--- src/hw/rtl/bdar_pkg.sv ---
`timescale 1ns / 1ps
// ----------------------------------------------------------------------------
// bdar_pkg
// Shared types and constants for the button debouncer with auto-repeat.
// ----------------------------------------------------------------------------
package bdar_pkg;

  localparam int TIME_BITS = 32;
  localparam int CFG_BITS  = 16;
  localparam int NOW_BITS  = 32;

  typedef logic [TIME_BITS-1:0] time_val_t;
  typedef logic [CFG_BITS-1:0]  cfg_val_t;

  // Item kinds carried on s_tuser.
  localparam logic OP_UPDATE = 1'b0;
  localparam logic OP_INIT   = 1'b1;

  // Register indexes on the configuration port.
  typedef enum logic [1:0] {
    REG_DEBOUNCE_TIME   = 2'd0,
    REG_HOLD_DELAY      = 2'd1,
    REG_REPEAT_INTERVAL = 2'd2
  } reg_index_t;

  localparam cfg_val_t DEBOUNCE_TIME_RST   = 16'd35;
  localparam cfg_val_t HOLD_DELAY_RST      = 16'd450;
  localparam cfg_val_t REPEAT_INTERVAL_RST = 16'd140;

  typedef struct packed {
    cfg_val_t debounce_time;
    cfg_val_t hold_delay;
    cfg_val_t repeat_interval;
  } bdar_cfg_t;

  typedef struct packed {
    logic      raw_level;
    logic      stable_level;
    logic      repeating;
    time_val_t edge_time;
    time_val_t press_time;
    time_val_t repeat_time;
  } bdar_state_t;

  typedef struct packed {
    logic repeat_ev;
    logic release_ev;
    logic press_ev;
  } bdar_events_t;

endpackage

--- src/hw/rtl/button_debounce_autorepeat.sv ---
`timescale 1ns / 1ps
// ----------------------------------------------------------------------------
// button_debounce_autorepeat
// Debounces a sampled button level against a millisecond timestamp and gives
// press, release and auto-repeat events, one result item per input item.
// ----------------------------------------------------------------------------
// Dataflow: an accepted item sits in the input register, then the step logic
// loads the result and state registers together.
// Throughput: one item per cycle unless the result side stalls (m_tready low).
// Reset: synchronous rst clears the debounce state and loads the default
// timing registers (35, 450, 140 ms); no clearing pass is needed.
module button_debounce_autorepeat import bdar_pkg::*; (
  input  logic        clk,
  input  logic        rst,
  input  logic        s_tvalid,
  output logic        s_tready,
  input  logic [39:0] s_tdata,   // [0] button_level, [32:1] now_time, [39:33] zero
  input  logic        s_tuser,   // [0] opcode
  output logic        m_tvalid,
  input  logic        m_tready,
  output logic [7:0]  m_tdata,   // [0] press_event, [1] release_event,
                                 // [2] repeat_event, [7:3] zero
  input  logic        cfg_we,
  input  logic [1:0]  cfg_addr,
  input  logic [15:0] cfg_wdata
);

  bdar_cfg_t           cfg;
  bdar_state_t         state;
  bdar_state_t         state_next;
  bdar_events_t        events;
  logic                in_valid;
  logic                in_opcode;
  logic                in_level;
  logic [NOW_BITS-1:0] in_time;
  logic                advance;
  bdar_events_t        out_events;

  assign advance  = in_valid && (!m_tvalid || m_tready);
  assign s_tready = !in_valid || advance;

  always_ff @(posedge clk) begin
    if (rst) begin
      cfg.debounce_time   <= DEBOUNCE_TIME_RST;
      cfg.hold_delay      <= HOLD_DELAY_RST;
      cfg.repeat_interval <= REPEAT_INTERVAL_RST;
    end else if (cfg_we) begin
      unique case (cfg_addr)
        REG_DEBOUNCE_TIME:   cfg.debounce_time   <= cfg_wdata;
        REG_HOLD_DELAY:      cfg.hold_delay      <= cfg_wdata;
        REG_REPEAT_INTERVAL: cfg.repeat_interval <= cfg_wdata;
        default: ;
      endcase
    end
  end

  // Input register.
  always_ff @(posedge clk) begin
    if (rst) begin
      in_valid <= 1'b0;
    end else if (s_tready) begin
      in_valid <= s_tvalid;
    end
    if (s_tvalid && s_tready) begin
      in_opcode <= s_tuser;
      in_level  <= s_tdata[0];
      in_time   <= s_tdata[NOW_BITS:1];
    end
  end

  bdar_step u_step (
    .cfg          (cfg),
    .state        (state),
    .opcode       (in_opcode),
    .button_level (in_level),
    .now_time     (in_time),
    .state_next   (state_next),
    .events       (events)
  );

  // State and result register update together as an item leaves the input stage.
  always_ff @(posedge clk) begin
    if (rst) begin
      state    <= '0;
      m_tvalid <= 1'b0;
    end else begin
      if (advance) begin
        state <= state_next;
      end
      if (advance) begin
        m_tvalid <= 1'b1;
      end else if (m_tready) begin
        m_tvalid <= 1'b0;
      end
    end
    if (advance) begin
      out_events <= events;
    end
  end

  assign m_tdata = {5'd0, out_events.repeat_ev, out_events.release_ev, out_events.press_ev};

`ifndef SYNTHESIS
  a_no_press_and_release: assert property (@(posedge clk) disable iff (rst)
    m_tvalid |-> !(out_events.press_ev && out_events.release_ev))
    else $error("press and release in the same item");

  a_repeat_needs_press: assert property (@(posedge clk) disable iff (rst)
    state.repeating |-> state.stable_level)
    else $error("repeating while the stable level is released");

  a_repeat_state: assert property (@(posedge clk) disable iff (rst)
    (advance && events.repeat_ev) |=> (state.stable_level && state.repeating))
    else $error("repeat event without a held, repeating button");

  a_release_state: assert property (@(posedge clk) disable iff (rst)
    (advance && events.release_ev) |=> (!state.stable_level && !state.repeating))
    else $error("release event left the button pressed");
`endif

endmodule

--- src/hw/rtl/bdar_step.sv ---
`timescale 1ns / 1ps
// ----------------------------------------------------------------------------
// bdar_step
// Next-state and event logic for one item: debounce check, press/release
// detection and the hold / auto-repeat timers.
// ----------------------------------------------------------------------------
module bdar_step import bdar_pkg::*; (
  input  bdar_cfg_t           cfg,
  input  bdar_state_t         state,
  input  logic                opcode,
  input  logic                button_level,
  input  logic [NOW_BITS-1:0] now_time,
  output bdar_state_t         state_next,
  output bdar_events_t        events
);

  time_val_t   now;
  time_val_t   edge_n;
  time_val_t   press_n;
  time_val_t   rep_base;
  logic        change;
  logic        rep_cur;
  logic        stable_n;
  logic        hold_hit;
  logic        intv_hit;

  assign now = time_val_t'(now_time);

  always_comb begin
    edge_n   = (button_level != state.raw_level) ? now : state.edge_time;
    // Stable level follows once the raw level has been steady long enough.
    change   = ((now - edge_n) >= time_val_t'(cfg.debounce_time)) &&
               (state.stable_level != button_level);
    stable_n = change ? button_level : state.stable_level;
    rep_cur  = change ? 1'b0 : state.repeating;
    press_n  = (change && button_level) ? now : state.press_time;
    rep_base = (change && button_level) ? now : state.repeat_time;
    hold_hit = (now - press_n) >= time_val_t'(cfg.hold_delay);
    intv_hit = (now - rep_base) >= time_val_t'(cfg.repeat_interval);

    state_next.raw_level    = button_level;
    state_next.stable_level = stable_n;
    state_next.repeating    = rep_cur;
    state_next.edge_time    = edge_n;
    state_next.press_time   = press_n;
    state_next.repeat_time  = rep_base;

    events.press_ev   = change && button_level;
    events.release_ev = change && !button_level;
    events.repeat_ev  = 1'b0;

    if (stable_n) begin
      if (!rep_cur && hold_hit) begin
        state_next.repeating   = 1'b1;
        state_next.repeat_time = now;
        events.repeat_ev       = 1'b1;
      end else if (rep_cur && intv_hit) begin
        state_next.repeat_time = now;
        events.repeat_ev       = 1'b1;
      end
    end

    if (opcode == OP_INIT) begin
      state_next.raw_level    = button_level;
      state_next.stable_level = button_level;
      state_next.repeating    = 1'b0;
      state_next.edge_time    = now;
      state_next.press_time   = now;
      state_next.repeat_time  = now;
      events                  = '0;
    end
  end

endmodule

--- config.mk ---
export PLATFORM = sky130hd
export DESIGN_NAME = button_debounce_autorepeat
export DESIGN_NICKNAME = d
export VERILOG_FILES = /design/src/hw/rtl/bdar_pkg.sv /design/src/hw/rtl/button_debounce_autorepeat.sv /design/src/hw/rtl/bdar_step.sv
export SDC_FILE = /design/constraint.sdc
export NUM_CORES = 1
export LEC_CHECK = 0
export ABC_AREA = 1
export BUFFER_PORTS_ARGS = -buffer_cell sky130_fd_sc_hd__buf_2
export CORE_ASPECT_RATIO = 0.7
export CORE_MARGIN = 2
export CORE_UTILIZATION = 40
export CTS_CLUSTER_SIZE = 40
export DETAILED_ROUTE_END_ITERATION = 16
export GPL_ROUTABILITY_DRIVEN = 0
export PLACE_DENSITY = 0.64
export SYNTH_ARGS = -nofsm -noshare
export SYNTH_HDL_FRONTEND = slang
export SYNTH_SLANG_ARGS = --single-unit
--- constraint.sdc ---
create_clock -name clk -period 18.3 [get_ports clk]
set_input_delay 2.745 -clock clk [delete_from_list [all_inputs] [get_ports clk]]
set_output_delay 2.745 -clock clk [all_outputs]
set_load 0.005 [all_outputs]
### Yosys cells after proc, flatten, opt, wreduce, memory -nomap -nowiden

Cells that the tools add are included.

| storage, ports and cells | value |
|---|---|
| output and inout bits | 10 |
| logic and storage cells | 62 |
| bits in registers | 186 |

| cells by class | value |
|---|---|
| reductions and logical operators | 19 |
| $add $sub $neg | 3 |
| eq/ne operators | 4 |
| order comparisons | 3 |
| bitwise logic cells | 1 |
| muxes and demuxes | 15 |

Operators by type and width:

| cell | number |
|---|---|
| $mux W32 | 6 |
| $mux W98 | 1 |
| $ge A32 B16 Y1 | 3 |
| $sub A32 B32 Y32 | 3 |
| $mux W1 | 8 |
| $logic_and A1 B1 Y1 | 7 |
| $reduce_and A2 Y1 | 3 |
| $logic_not A1 Y1 | 4 |
| $eq A2 B1 Y1 const B | 1 |
| $eq A2 B2 Y1 const B | 1 |
| $logic_not A2 Y1 | 1 |
| $logic_or A1 B1 Y1 | 2 |
| $ne A1 B1 Y1 | 2 |
| $reduce_bool A2 Y1 | 1 |
| $reduce_or A2 Y1 | 1 |
| $not A1 Y1 | 1 |

### Longest topological paths before layout

Gate-level depths: netlist (run 1).

| logic depth | value |
|---|---|
| word-level depth | 14 |
| depth in mapped cells | 72 |

### Modules after synthesis

From an unflattened synthesis (run 1), not the netlist that was laid out.

| unflattened totals | value |
|---|---|
| cells, all modules | 2769 |
| area total of the unflattened synthesis | 16982.5 um^2 |

By module, submodules not included:

| module | area each (um^2) | times used | cells each |
|---|---|---|---|
| bdar_step | 9367.7 | 1 | 1772 |
| button_debounce_autorepeat | 7614.8 | 1 | 997 |

### Least setup slack after synthesis (run 1)

Ideal clock, no wire load.

| timing | value |
|---|---|
| kind | reg-to-reg |
| from | register in_level |
| to | register state[20] (netlist name) |
| setup time | 0.132 ns |
| required time | 18.168 ns |
| path slack | 10.319 ns |
| stages on the path, launching flop included | 67 |
| period minus slack after synthesis | 7.981 ns |
| arrival | 7.849 ns |
| cells stage by stage | edfxtp_1 inv_2 nand2_2 nand2_4 buf_6 clkbuf_1 clkbuf_1 nand2_1 o21ai_0 ha_1 inv_1 ha_1 inv_1 nand2_1 nand3_1 nand3_1 nand2_1 nand2_1 (+31 left out) nor2_1 a211oi_1 nand2_1 nor2_1 o21ai_0 nor2_1 nand4_1 nor2_1 nand4_1 nor2_1 nand2_1 nor2_2 nand3_2 nand3_4 buf_2 nand3_1 nand3_1 a21oi_1 |

| on the way | value |
|---|---|
| word-level cells in the longest chain between the ends | 14 |

RTL lines:

| what | RTL line | text |
|---|---|---|
| start: declaration | button_debounce_autorepeat.sv:34 | `logic in_level;` |
| start signal: assignment | button_debounce_autorepeat.sv:66 | `in_level <= s_tdata[0];` |
| $ne A1 B1 Y1 | bdar_step.sv:30 | `edge_n = (button_level != state.raw_level) ? now : state.edge_time;` |
| $mux W32 | bdar_step.sv:30 |  |
| $sub A32 B32 Y32 | bdar_step.sv:32 | `change = ((now - edge_n) >= time_val_t'(cfg.debounce_time)) &&` |
| $ge A32 B16 Y1 | bdar_step.sv:32 |  |
| $logic_and A1 B1 Y1 | bdar_step.sv:32 |  |
| $logic_and A1 B1 Y1 | bdar_step.sv:36, bdar_step.sv:37 |  |
| $mux W32 | bdar_step.sv:37 | `rep_base = (change && button_level) ? now : state.repeat_time;` |
| $sub A32 B32 Y32 | bdar_step.sv:39 | `intv_hit = (now - rep_base) >= time_val_t'(cfg.repeat_interval);` |
| $ge A32 B16 Y1 | bdar_step.sv:39 |  |
| $logic_and A1 B1 Y1 | bdar_step.sv:57 | `end else if (rep_cur && intv_hit) begin` |
| $mux W32 | bdar_step.sv:57 |  |
| $mux W32 | bdar_step.sv:53 | `if (!rep_cur && hold_hit) begin` |
| $mux W32 * | bdar_step.sv:52 | `if (stable_n) begin` |
| $mux W98 * | bdar_step.sv:63 | `if (opcode == OP_INIT) begin` |

Every way passes the cells marked *; elsewhere a longest branch is shown, timed or not.
A chain may end at the register's enable or synchronous reset.

### Final worst setup path (run 1)

| timing | value |
|---|---|
| from | register in_level |
| to | register state[26] (netlist name) |

| on the way | value |
|---|---|
| word-level cells in the longest chain between the ends | 14 |

RTL lines:

| what | RTL line |
|---|---|
| $ne A1 B1 Y1 | bdar_step.sv:30 |
| $mux W32 | bdar_step.sv:30 |
| $sub A32 B32 Y32 | bdar_step.sv:32 |
| $ge A32 B16 Y1 | bdar_step.sv:32 |
| $logic_and A1 B1 Y1 | bdar_step.sv:32 |
| $logic_and A1 B1 Y1 | bdar_step.sv:36, bdar_step.sv:37 |
| $mux W32 | bdar_step.sv:37 |
| $sub A32 B32 Y32 | bdar_step.sv:39 |
| $ge A32 B16 Y1 | bdar_step.sv:39 |
| $logic_and A1 B1 Y1 | bdar_step.sv:57 |
| $mux W32 | bdar_step.sv:57 |
| $mux W32 | bdar_step.sv:53 |
| $mux W32 * | bdar_step.sv:52 |
| $mux W98 * | bdar_step.sv:63 |

Marked as above.

==> impl_metrics.csv, run 1 <==
group,metric,value,unit
final_layout,drive_gt1_frac,0.07197,
final_layout,nets,2577,
yosys,synth_top_family_by_area,"simple AND/OR/NAND/NOR gates",
yosys,yosysSeqAreaShare,0.2674,
route,via_per_inst,5.472,
yosys,synth_warnings,0,
worst_setup_path,crit_family,"simple AND/OR/NAND/NOR gates",
clock_network,cts_setup_buffers,0,
yosys,synthMuxAreaShare,0,
status,status,"finished, final reports clean",
grt,grt_pass1_vias,14344,
clock_network,clk_latency,470,ps
worst_setup_path,path_max_fanout,72,
clock_network,clkTransAtPathRegs,70,ps
worst_setup_path,cp-end-kind,"register",
floorplanning,dieArea,39880,µm²
worst_setup_path,rr_worst_depth,61,
worst_setup_path,cp_slowest_stage_delay,600,ps
sta,rsz0062_at_grt,"false",
yosys,synth-compound-area-share,0.1879,
yosys,synth-simple-area-share,0.2794,
grt,antenna_found_initial,4,
sta,setup_tns,0,ps
sta,period_share,0.5726,
route,drc,0,
placed_design,dp_hpwl,36830,µm
sta,finClkSkew,13.60,ps
clock_network,clockBufferDepth,2,
worst_setup_path,ff2ff_setup_slack,7820,ps
sta,fmax,95.44,MHz
pwr,powerDensity,83.10,nW/µm²
final_layout,utilization,0.4416,
sta,slew_headroom,0.3124,
yosys,syn_area_per_cell,6.470,µm²
hold_path,min_delay_worst_endpoint,"cfg[13]$_SDFFE_PP0P_",
grt,grt_max_degree,77,
worst_setup_path,path_common_cell,"nand2_1",
grt,grt_pass1_wl,76240,µm
floorplanning,start_util,0.4090,
sta,finalHoldViolations,0,
sta,final_max_slew_viol_count,0,
worst_setup_path,cp.required,18690,ps
worst_setup_path,r2r_start,"in_level$_DFFE_PP_",
hold_path,hold_depth,2,
route,drt_pass1_iterations,7,
grt,grt_use_total,0.2407,
clock_network,cts_resized,0,
clock_network,cts.root.buffer_cell,"clkbuf_16",
sta,setup_viol,0,
clock_network,cts_hold_buf,0,
pwr,power.leakage,7.704,nW
worst_setup_path,cp-start-kind,"register",
worst_setup_path,criticalPathCategory,"register to register",
yosys,yosysTopAreaCell,"dfxtp_1",
yosys,ys_seq_elements,186,
final_layout,final_cell_mix,"nand2_1, inv_1, a21oi_1",
route,wire_per_inst,16.70,µm
route,detail-route-antenna-nets,0,
route,drtIter0Drc,1596,
route,wl,48110,µm
run,maxCapViolations,0,
hold_path,hp-start,"cfg[13]$_SDFFE_PP0P_",
final_layout,mostFrequentLayoutCell,"nand2_1",
clock_network,cts.sinks,186,
yosys,synth-xor-area-share,0.03433,
yosys,synthAdderAreaFrac,0.1113,
yosys,syn_inst,2366,
worst_setup_path,slowest_stage,"o21ai_0",
final_layout,area_delta_synth_final,7.961,%
sta,tightest_slew,1028,ps
clock_network,cts_max_level,4,
yosys,async_reset_ff_frac,0,
yosys,netlist_area,15310,µm²
clock_network,numCtsBuffers,17,
placed_design,port_buffers,61,
clock_network,cts_tree,"done",
floorplanning,num_io_pins,74,
worst_setup_path,r2r-end,"state[26]$_SDFFE_PP0P_",
yosys,yosys-top-cells-area,"dfxtp_1, nand2_1, ha_1",
floorplanning,rows,59,
yosys,synth_ff_type,"dfxtp_1",
floorplanning,die_x,237.8,µm
sta,period_minus_slack,10480,ps
worst_setup_path,cp.buffers_inverters,7,
yosys,synth_top_area_share,0.1949,
yosys,synthDistinctLibCells,45,
yosys,synth_edf_count,37,
floorplanning,core,37430,µm²
grt,gr-total-overflow,0,
route,vias,15766,
floorplanning,die_y,167.7,µm
hold_path,hp-class,"register to register",
pwr,ir_worst_vdd,0.06215,mV
worst_setup_path,worstPathArrival,10860,ps
worst reg2reg max path, delay by kind of cell, from the launching register on:
kind                     cells  cell delay, ps
AO/OA/AOI/OAI               13            2880
XOR/XNOR                     2             360
flip-flops                   1             570
AND/OR/NAND/NOR             34            4370
adder cells (fa/ha/maj)      5            1360
buffers and inverters        7             880
flip-flops by register name, indices dropped and copies added, names as in the netlist:
| register | flops |
|---|---|
| in_opcode | 1 |
| m_tvalid | 1 |
| m_tdata | 3 |
| in_level | 1 |
| in_time | 32 |
| in_valid | 1 |
| cfg | 48 |
| state | 99 |
worst max path at each step:
| stage | from | to | slack (ps) | cells past startpoint |
|---|---|---|---|---|
| 6_report | in_level$_DFFE_PP_ | state[26]$_SDFFE_PP0P_ | 7820 | 61 |
| 2_1_floorplan | in_level$_DFFE_PP_ | state[20]$_SDFFE_PP0P_ | 10320 | 66 |
| 5_1_grt | in_level$_DFFE_PP_ | state[27]$_SDFFE_PP0P_ | 6820 | 61 |
| 3_3_place_gp | in_level$_DFFE_PP_ | state[28]$_SDFFE_PP0P_ | 8230 | 61 |
| 4_1_cts | in_level$_DFFE_PP_ | state[18]$_SDFFE_PP0P_ | 8020 | 61 |
| 3_5_place_dp | in_level$_DFFE_PP_ | state[18]$_SDFFE_PP0P_ | 8030 | 61 |
routing by layer:
layer,GRT usage,up-vias,wire length (µm)
li1,-,7814,-
met1,0.3690,7189,23420
met2,0.3384,701,19090
met4,0.06235,2,773
met3,0.04632,60,4815
met5,0,-,13
power by group:
part	switching (mW)	internal, mW	leakage [nW]
Combinational	0.344	0.187	5.85
Clock	0.188	0.190	0.274
Sequential	0.0212	0.443	1.58
cell usage after synthesis (3+ instances only):
cell,count
inv_1,366
nand2_2,10
o21bai_1,11
or2_2,18
a21oi_1,214
buf_4,5
nand3_2,12
a221oi_1,40
a211oi_1,6
nor2_1,139
nor3_1,23
ha_1,133
dfxtp_1,149
nor2_2,3
xnor2_1,24
buf_6,6
buf_2,3
a21o_1,8
a31oi_1,30
clkbuf_1,66
o21a_1,3
nand2_1,615
o21ai_0,156
o21ai_1,8
edfxtp_1,37
o211ai_1,22
nand3_1,153
xor2_1,36
a21boi_0,4
o31ai_1,3
buf_1,3
inv_2,20
nor4_1,9
nand4_1,17
cell families (layout without fill, tap and decap cells):
family	count (synthesis)	in the layout
DFF	186	186
buffers and inverters	469	489
and+or+nand+nor	1008	1008
adders and majority gates	135	135
AOI/OAI and AO/OA	507	507
xor gates and xnor gates	60	60
other	1	8
area by class of cell:
| cell class | count | area [µm²] |
|---|---|---|
| well taps | 488 | 610.6 |
| diodes | 3 | 7.507 |
| inverters | 386 | 1449 |
| repair buffers | 72 | 390.4 |
| flip-flops and latches | 186 | 4094 |
| clock buffers | 17 | 425.4 |
| multi-input cells | 1715 | 9409 |
| clock inverters | 14 | 141.4 |
| fillers | 3792 | 20900 |
metrics by stage:
step           cell area [µm²]  power (mW)  cells  hold WS (ps)  worst slack [ps]
6_report                 16530       1.373   2881         462.6              7822
2_1_floorplan            15320      0.8627   2370         435.3             10320
3_3_place_gp             15950      0.9797   2847         449.3              8233
4_1_cts                  16520       1.367   2878         464.2              8015
5_1_grt                  16520       1.468   2878         481.0              6817
3_5_place_dp             15950      0.9923   2847         454.6              8034
Power figures use the tool's default switching activity.
==> inputs of run 2 (changes only) <==
==> constraint.sdc (replaced) <==
create_clock -name clk -period 10.3 [get_ports clk]
set_input_delay 1.545 -clock clk [delete_from_list [all_inputs] [get_ports clk]]
set_output_delay 1.545 -clock clk [all_outputs]
set_load 0.005 [all_outputs]
==> run 2 against run 1 <==
  * Final cell count increased by 0.17%
  * Final area rose by 0.58%
  * Routed wire length is 0.38% higher
  * Critical path type unchanged
  * First-iteration DRC count grew 0.56%
  * Count of clock-buffer cells in the layout is the same
  * Highest routed layer is now met4
==> impl_metrics.csv, run 2 (synthesis results as in run 1) <==
group,metric,value,unit
status,status,"finished, final reports clean",
route,drc,0,
route,wl,48290,µm
final_layout,area_delta_synth_final,8.582,%
worst_setup_path,ff2ff_setup_slack,960,ps
clock_network,cts.root.buffer_cell,"clkbuf_16",
route,wire_per_inst,16.73,µm
route,vias,15963,
sta,period_minus_slack,9342,ps
worst_setup_path,cp_slowest_stage_delay,560,ps
route,drt_pass1_iterations,7,
sta,period_share,0.9070,
worst_setup_path,r2r-end,"state[9]$_SDFFE_PP0P_",
worst_setup_path,cp-end-kind,"register",
run,maxCapViolations,0,
sta,setup_viol,0,
floorplanning,core,37430,µm²
placed_design,port_buffers,61,
worst_setup_path,criticalPathCategory,"register to register",
clock_network,clk_latency,460,ps
sta,setup_tns,0,ps
worst_setup_path,endpoint,"state[9]$_SDFFE_PP0P_",
sta,finClkSkew,15.18,ps
clock_network,clockBufferDepth,2,
grt,grt_use_total,0.2395,
clock_network,numCtsBuffers,17,
final_layout,largest_reg_flops,99,
worst_setup_path,worstSetupStartpoint,"in_level$_DFFE_PP_",
worst_setup_path,worstPathArrival,9670,ps
worst_setup_path,path_common_cell,"nand2_1",
grt,grt_max_degree,81,
sta,slew_headroom,0.3069,
floorplanning,dieArea,39880,µm²
final_layout,stdcell_count,2886,
placed_design,place_ws,705.8,ps
grt,gr-total-overflow,0,
sta,setup_ws,958.0,ps
worst_setup_path,cp-start-kind,"register",
final_layout,mostFrequentLayoutCell,"nand2_1",
final_layout,num_antenna_cells,0,
sta,tightest_slew,1037,ps
floorplanning,die_x,237.8,µm
final_layout,regMostFlops,"state",
final_layout,nets,2585,
pwr,powerDensity,147.7,nW/µm²
floorplanning,die_y,167.7,µm
worst_setup_path,rr_worst_depth,58,
worst_setup_path,r2r_start,"in_level$_DFFE_PP_",
grt,grt_pass1_vias,14596,
sta,hold_ws,463.0,ps
sta,final_max_slew_viol_count,0,
floorplanning,rows,59,
grt,grt_pass1_wl,76320,µm
sta,finalHoldViolations,0,
grt,antenna_found_initial,1,
sta,fmax,107.0,MHz
clock_network,clkTransAtPathRegs,80,ps
pwr,ir_worst_vdd,0.1144,mV
worst_setup_path,path_max_fanout,29,
final_layout,drive_gt1_frac,0.07590,
floorplanning,num_io_pins,74,
clock_network,cts.sinks,186,
route,via_per_inst,5.531,
floorplanning,start_util,0.4090,
hold_path,hp-class,"register to register",
route,drtIter0Drc,1605,
final_layout,final_cell_mix,"nand2_1, inv_1, a21oi_1",
final_layout,utilization,0.4441,
worst_setup_path,slowest_stage,"edfxtp_1",
placed_design,dp_hpwl,37010,µm
final_layout,reg_top3,"state (99), cfg (48), in_time (32)",
pwr,power.leakage,7.755,nW
clock_network,cts_max_level,4,
sta,rsz0062_at_grt,"false",
clock_network,cts_hold_buf,0,
placed_design,numPlacedInstances,2853,
clock_network,cts_tree,"done",
route,detail-route-antenna-nets,0,
worst_setup_path,cp.required,10620,ps
==> run 2: repair_timing <==
action,4_1_cts,5_1_grt
setup buffers,0,0
gates resized for setup,0,6
endpoints found under the setup margin,0,33
==> run 2: metal layers <==
layer / GRT usage / part of all wire / wire length, µm / vias to the layer above
li1: - / - / - / 7827
met1: 0.3696 / 0.49 / 23470 / 7363
met2: 0.3397 / 0.40 / 19160 / 710
met3: 0.04698 / 0.10 / 4982 / 63
met4: 0.04785 / 0.014 / 681 / 0
met5: 0 / 0 / 0 / -
==> run 2: layout make-up <==
cell class,instances,area (µm²)
clock buffers,17,425.4
well taps,488,610.6
fillers,3820,20810
multi-input cells,1717,9455
clock inverters,14,152.6
inverters,386,1449
flip-flops and latches,186,4094
repair buffers,78,435.4
==> run 2: worst min path at each step <==
stage,start,to,slack (ps),cells past startpoint
2_1_floorplan,cfg[10]$_SDFFE_PP0P_,cfg[10]$_SDFFE_PP0P_,440,2
3_3_place_gp,cfg[6]$_SDFFE_PP0P_,cfg[6]$_SDFFE_PP0P_,450,2
3_5_place_dp,cfg[28]$_SDFFE_PP0P_,cfg[28]$_SDFFE_PP0P_,450,2
4_1_cts,cfg[28]$_SDFFE_PP0P_,cfg[28]$_SDFFE_PP0P_,460,2
5_1_grt,state[0]$_SDFFE_PP0P_,state[0]$_SDFFE_PP0P_,480,2
6_report,cfg[34]$_SDFFE_PP0P_,cfg[34]$_SDFFE_PP0P_,460,2
==> run 2: worst max-delay path: cells and delay by family (launching register included) <==
family                   cells  cell delay [ps]
adder cells (fa/ha/maj)      5             1330
flip-flops                   1              560
AO/OA/AOI/OAI                8             1480
AND/OR/NAND/NOR             36             4420
buffers and inverters        7             1020
XOR/XNOR                     2              360
==> run 2: through the flow <==
| stage | cell area (µm²) | power, mW |
|---|---|---|
| final | 16620 | 2.455 |
| after global routing | 16620 | 2.626 |
| after CTS | 16580 | 2.442 |
| after detailed placement | 16000 | 1.765 |
| after global placement | 16000 | 1.743 |
| after floorplan | 15320 | 1.533 |
==> run 2: power breakdown <==
part	internal [mW]	switching, mW
sequential	0.786	0.0374
combinational	0.337	0.617
clock	0.342	0.335
total	1.47	0.989
==> inputs of run 3 (changes only) <==
--- a/config.mk
+++ b/config.mk
@@ -7,13 +7,15 @@
 export LEC_CHECK = 0
 export ABC_AREA = 1
 export BUFFER_PORTS_ARGS = -buffer_cell sky130_fd_sc_hd__buf_2
+export CELL_PAD_IN_SITES_DETAIL_PLACEMENT = 1
+export CELL_PAD_IN_SITES_GLOBAL_PLACEMENT = 1
 export CORE_ASPECT_RATIO = 0.7
 export CORE_MARGIN = 2
 export CORE_UTILIZATION = 40
 export CTS_CLUSTER_SIZE = 40
 export DETAILED_ROUTE_END_ITERATION = 16
 export GPL_ROUTABILITY_DRIVEN = 0
-export PLACE_DENSITY = 0.64
+export PLACE_DENSITY = 0.82
 export SYNTH_ARGS = -nofsm -noshare
 export SYNTH_HDL_FRONTEND = slang
 export SYNTH_SLANG_ARGS = --single-unit
==> run 3 against run 2 <==
  * Fmax fell by 2.4%
  * Sequential share of layout area barely moved
  * Worst hold slack improved by 3.2 ps
  * Combinational power rose by 5%
  * Clock skew rose by 5.4 ps
  * Setup slack got worse by 230 ps
  * Count of clock-buffer cells in the layout rose by 7
  * Global-route usage rose by 4.1 points
  * Sequential power barely moved
  * First-iteration DRC count fell by 1.1%
  * Flip-flop and latch count did not move
  * Critical path type unchanged
  * Critical endpoint is now state[0]$_SDFFE_PP0P_
  * Highest routed layer unchanged
==> impl_metrics.csv, run 3 (synthesis results as in run 1) <==
group,metric,value,unit
clock_network,clkTransAtPathRegs,80,ps
final_layout,stdcell_count,2890,
worst_setup_path,ff2ff_setup_slack,720,ps
final_layout,reg_top3,"state (99), cfg (48), in_time (32)",
clock_network,clk_latency,470,ps
clock_network,cts_max_level,4,
route,via_per_inst,5.736,
sta,tightest_slew,1036,ps
grt,gr-total-overflow,0,
grt,grt_pass1_vias,16545,
sta,fmax,104.4,MHz
floorplanning,num_io_pins,74,
route,wl,56140,µm
route,wire_per_inst,19.43,µm
route,drc,0,
worst_setup_path,cp-start-kind,"register",
worst_setup_path,cp.buffers_inverters,8,
grt,grt_pass1_wl,88360,µm
sta,rsz0062_at_grt,"false",
hold_path,hp-class,"register to register",
floorplanning,core,37430,µm²
sta,setup_viol,0,
clock_network,cts.root.buffer_cell,"clkbuf_16",
worst_setup_path,path_common_cell,"nand2_1",
worst_setup_path,criticalPathCategory,"register to register",
sta,final_max_slew_viol_count,0,
sta,period_minus_slack,9575,ps
worst_setup_path,slowest_stage,"edfxtp_1",
worst_setup_path,path_max_fanout,22,
route,detail-route-antenna-nets,0,
final_layout,drive_gt1_frac,0.07660,
worst_setup_path,cp-end-kind,"register",
sta,finClkSkew,20.56,ps
final_layout,regMostFlops,"state",
clock_network,clockBufferDepth,2,
grt,antenna_found_initial,3,
placed_design,port_buffers,61,
worst_setup_path,crit_family,"simple AND/OR/NAND/NOR gates",
status,status,"finished, final reports clean",
clock_network,cts.sinks,186,
grt,grt_use_total,0.2800,
route,vias,16577,
clock_network,cts_tree,"done",
route,drtIter0Drc,1588,
grt,grt_max_degree,67,
sta,finalHoldViolations,0,
sta,hold_ws,466.2,ps
floorplanning,die_y,167.7,µm
run,maxCapViolations,0,
pwr,ir_worst_vdd,0.1086,mV
worst_setup_path,worstPathArrival,9890,ps
placed_design,numPlacedInstances,2856,
sta,period_share,0.9296,
route,drt_pass1_iterations,5,
final_layout,area_delta_synth_final,8.451,%
final_layout,num_antenna_cells,0,
sta,slew_headroom,0.3072,
sta,setup_tns,0,ps
worst_setup_path,cp_slowest_stage_delay,530,ps
clock_network,numCtsBuffers,17,
final_layout,nets,2588,
floorplanning,dieArea,39880,µm²
floorplanning,start_util,0.4090,
final_layout,final_cell_mix,"nand2_1, inv_1, a21oi_1",
floorplanning,die_x,237.8,µm
worst_setup_path,cp.required,10620,ps
pwr,power.leakage,7.741,nW
final_layout,mostFrequentLayoutCell,"nand2_1",
final_layout,largest_reg_flops,99,
pwr,powerDensity,148.9,nW/µm²
floorplanning,rows,59,
placed_design,dp_hpwl,43740,µm
## run 3: tightest hold or removal path, delay by kind of cell (launching register included)
kind	cells	cell delay, ps
DFF	1	300
AOI/OAI and AO/OA	1	60
buffers and inverters	1	70
## run 3: final timing paths
check	from	to	cells after the start
max reg2reg	in_level$_DFFE_PP_	state[0]$_SDFFE_PP0P_	62
min reg2reg	cfg[42]$_SDFFE_PP0P_	cfg[42]$_SDFFE_PP0P_	2
min	cfg[42]$_SDFFE_PP0P_	cfg[42]$_SDFFE_PP0P_	2
max	in_level$_DFFE_PP_	state[0]$_SDFFE_PP0P_	62
## run 3: cell type report
| cell class | instances | area [µm²] |
|---|---|---|
| fill | 4998 | 20830 |
| timing repair buffer | 83 | 480.5 |
| inverter | 386 | 1449 |
| sequential | 186 | 4094 |
| clock inverter | 8 | 62.56 |
| multi-input combinational | 1715 | 9433 |
| clock buffer | 24 | 473.0 |
| tap | 488 | 610.6 |
## run 3: power breakdown
group	total [mW]	switching (mW)	internal [mW]	leakage [nW]
logic	1.00	0.661	0.343	5.90
registers	0.825	0.0382	0.787	1.58
clock network	0.643	0.318	0.325	0.255
## run 3: repair_timing
action                                 in CTS  in global routing
endpoints found under the hold margin       0                  0
gates resized for setup                     0                 10
setup endpoints to repair                   0                 32
buffers inserted                            0                  2
hold buffers                                0                  0
## run 3: layer usage
metal	vias to the layer above	track usage	wire length, µm
li1	7804	-	-
met1	8163	0.4083	26840
met2	542	0.4380	24530
met3	68	0.03297	3804
met4	0	0.06891	962
met5	-	0	0
## run 3: per-stage QoR
stage / setup WS [ps] / util / instance area [µm²] / total power, mW
CTS: 446.1 / 0.4424 / 16560 / 2.462
global route: 14.55 / 0.4436 / 16600 / 2.627
detailed placement: 518.6 / 0.4281 / 16020 / 1.816
floorplan: 2319 / - / 15320 / 1.533
finish: 724.7 / 0.4436 / 16600 / 2.472
global placement: 927.2 / 0.4281 / 16020 / 1.756
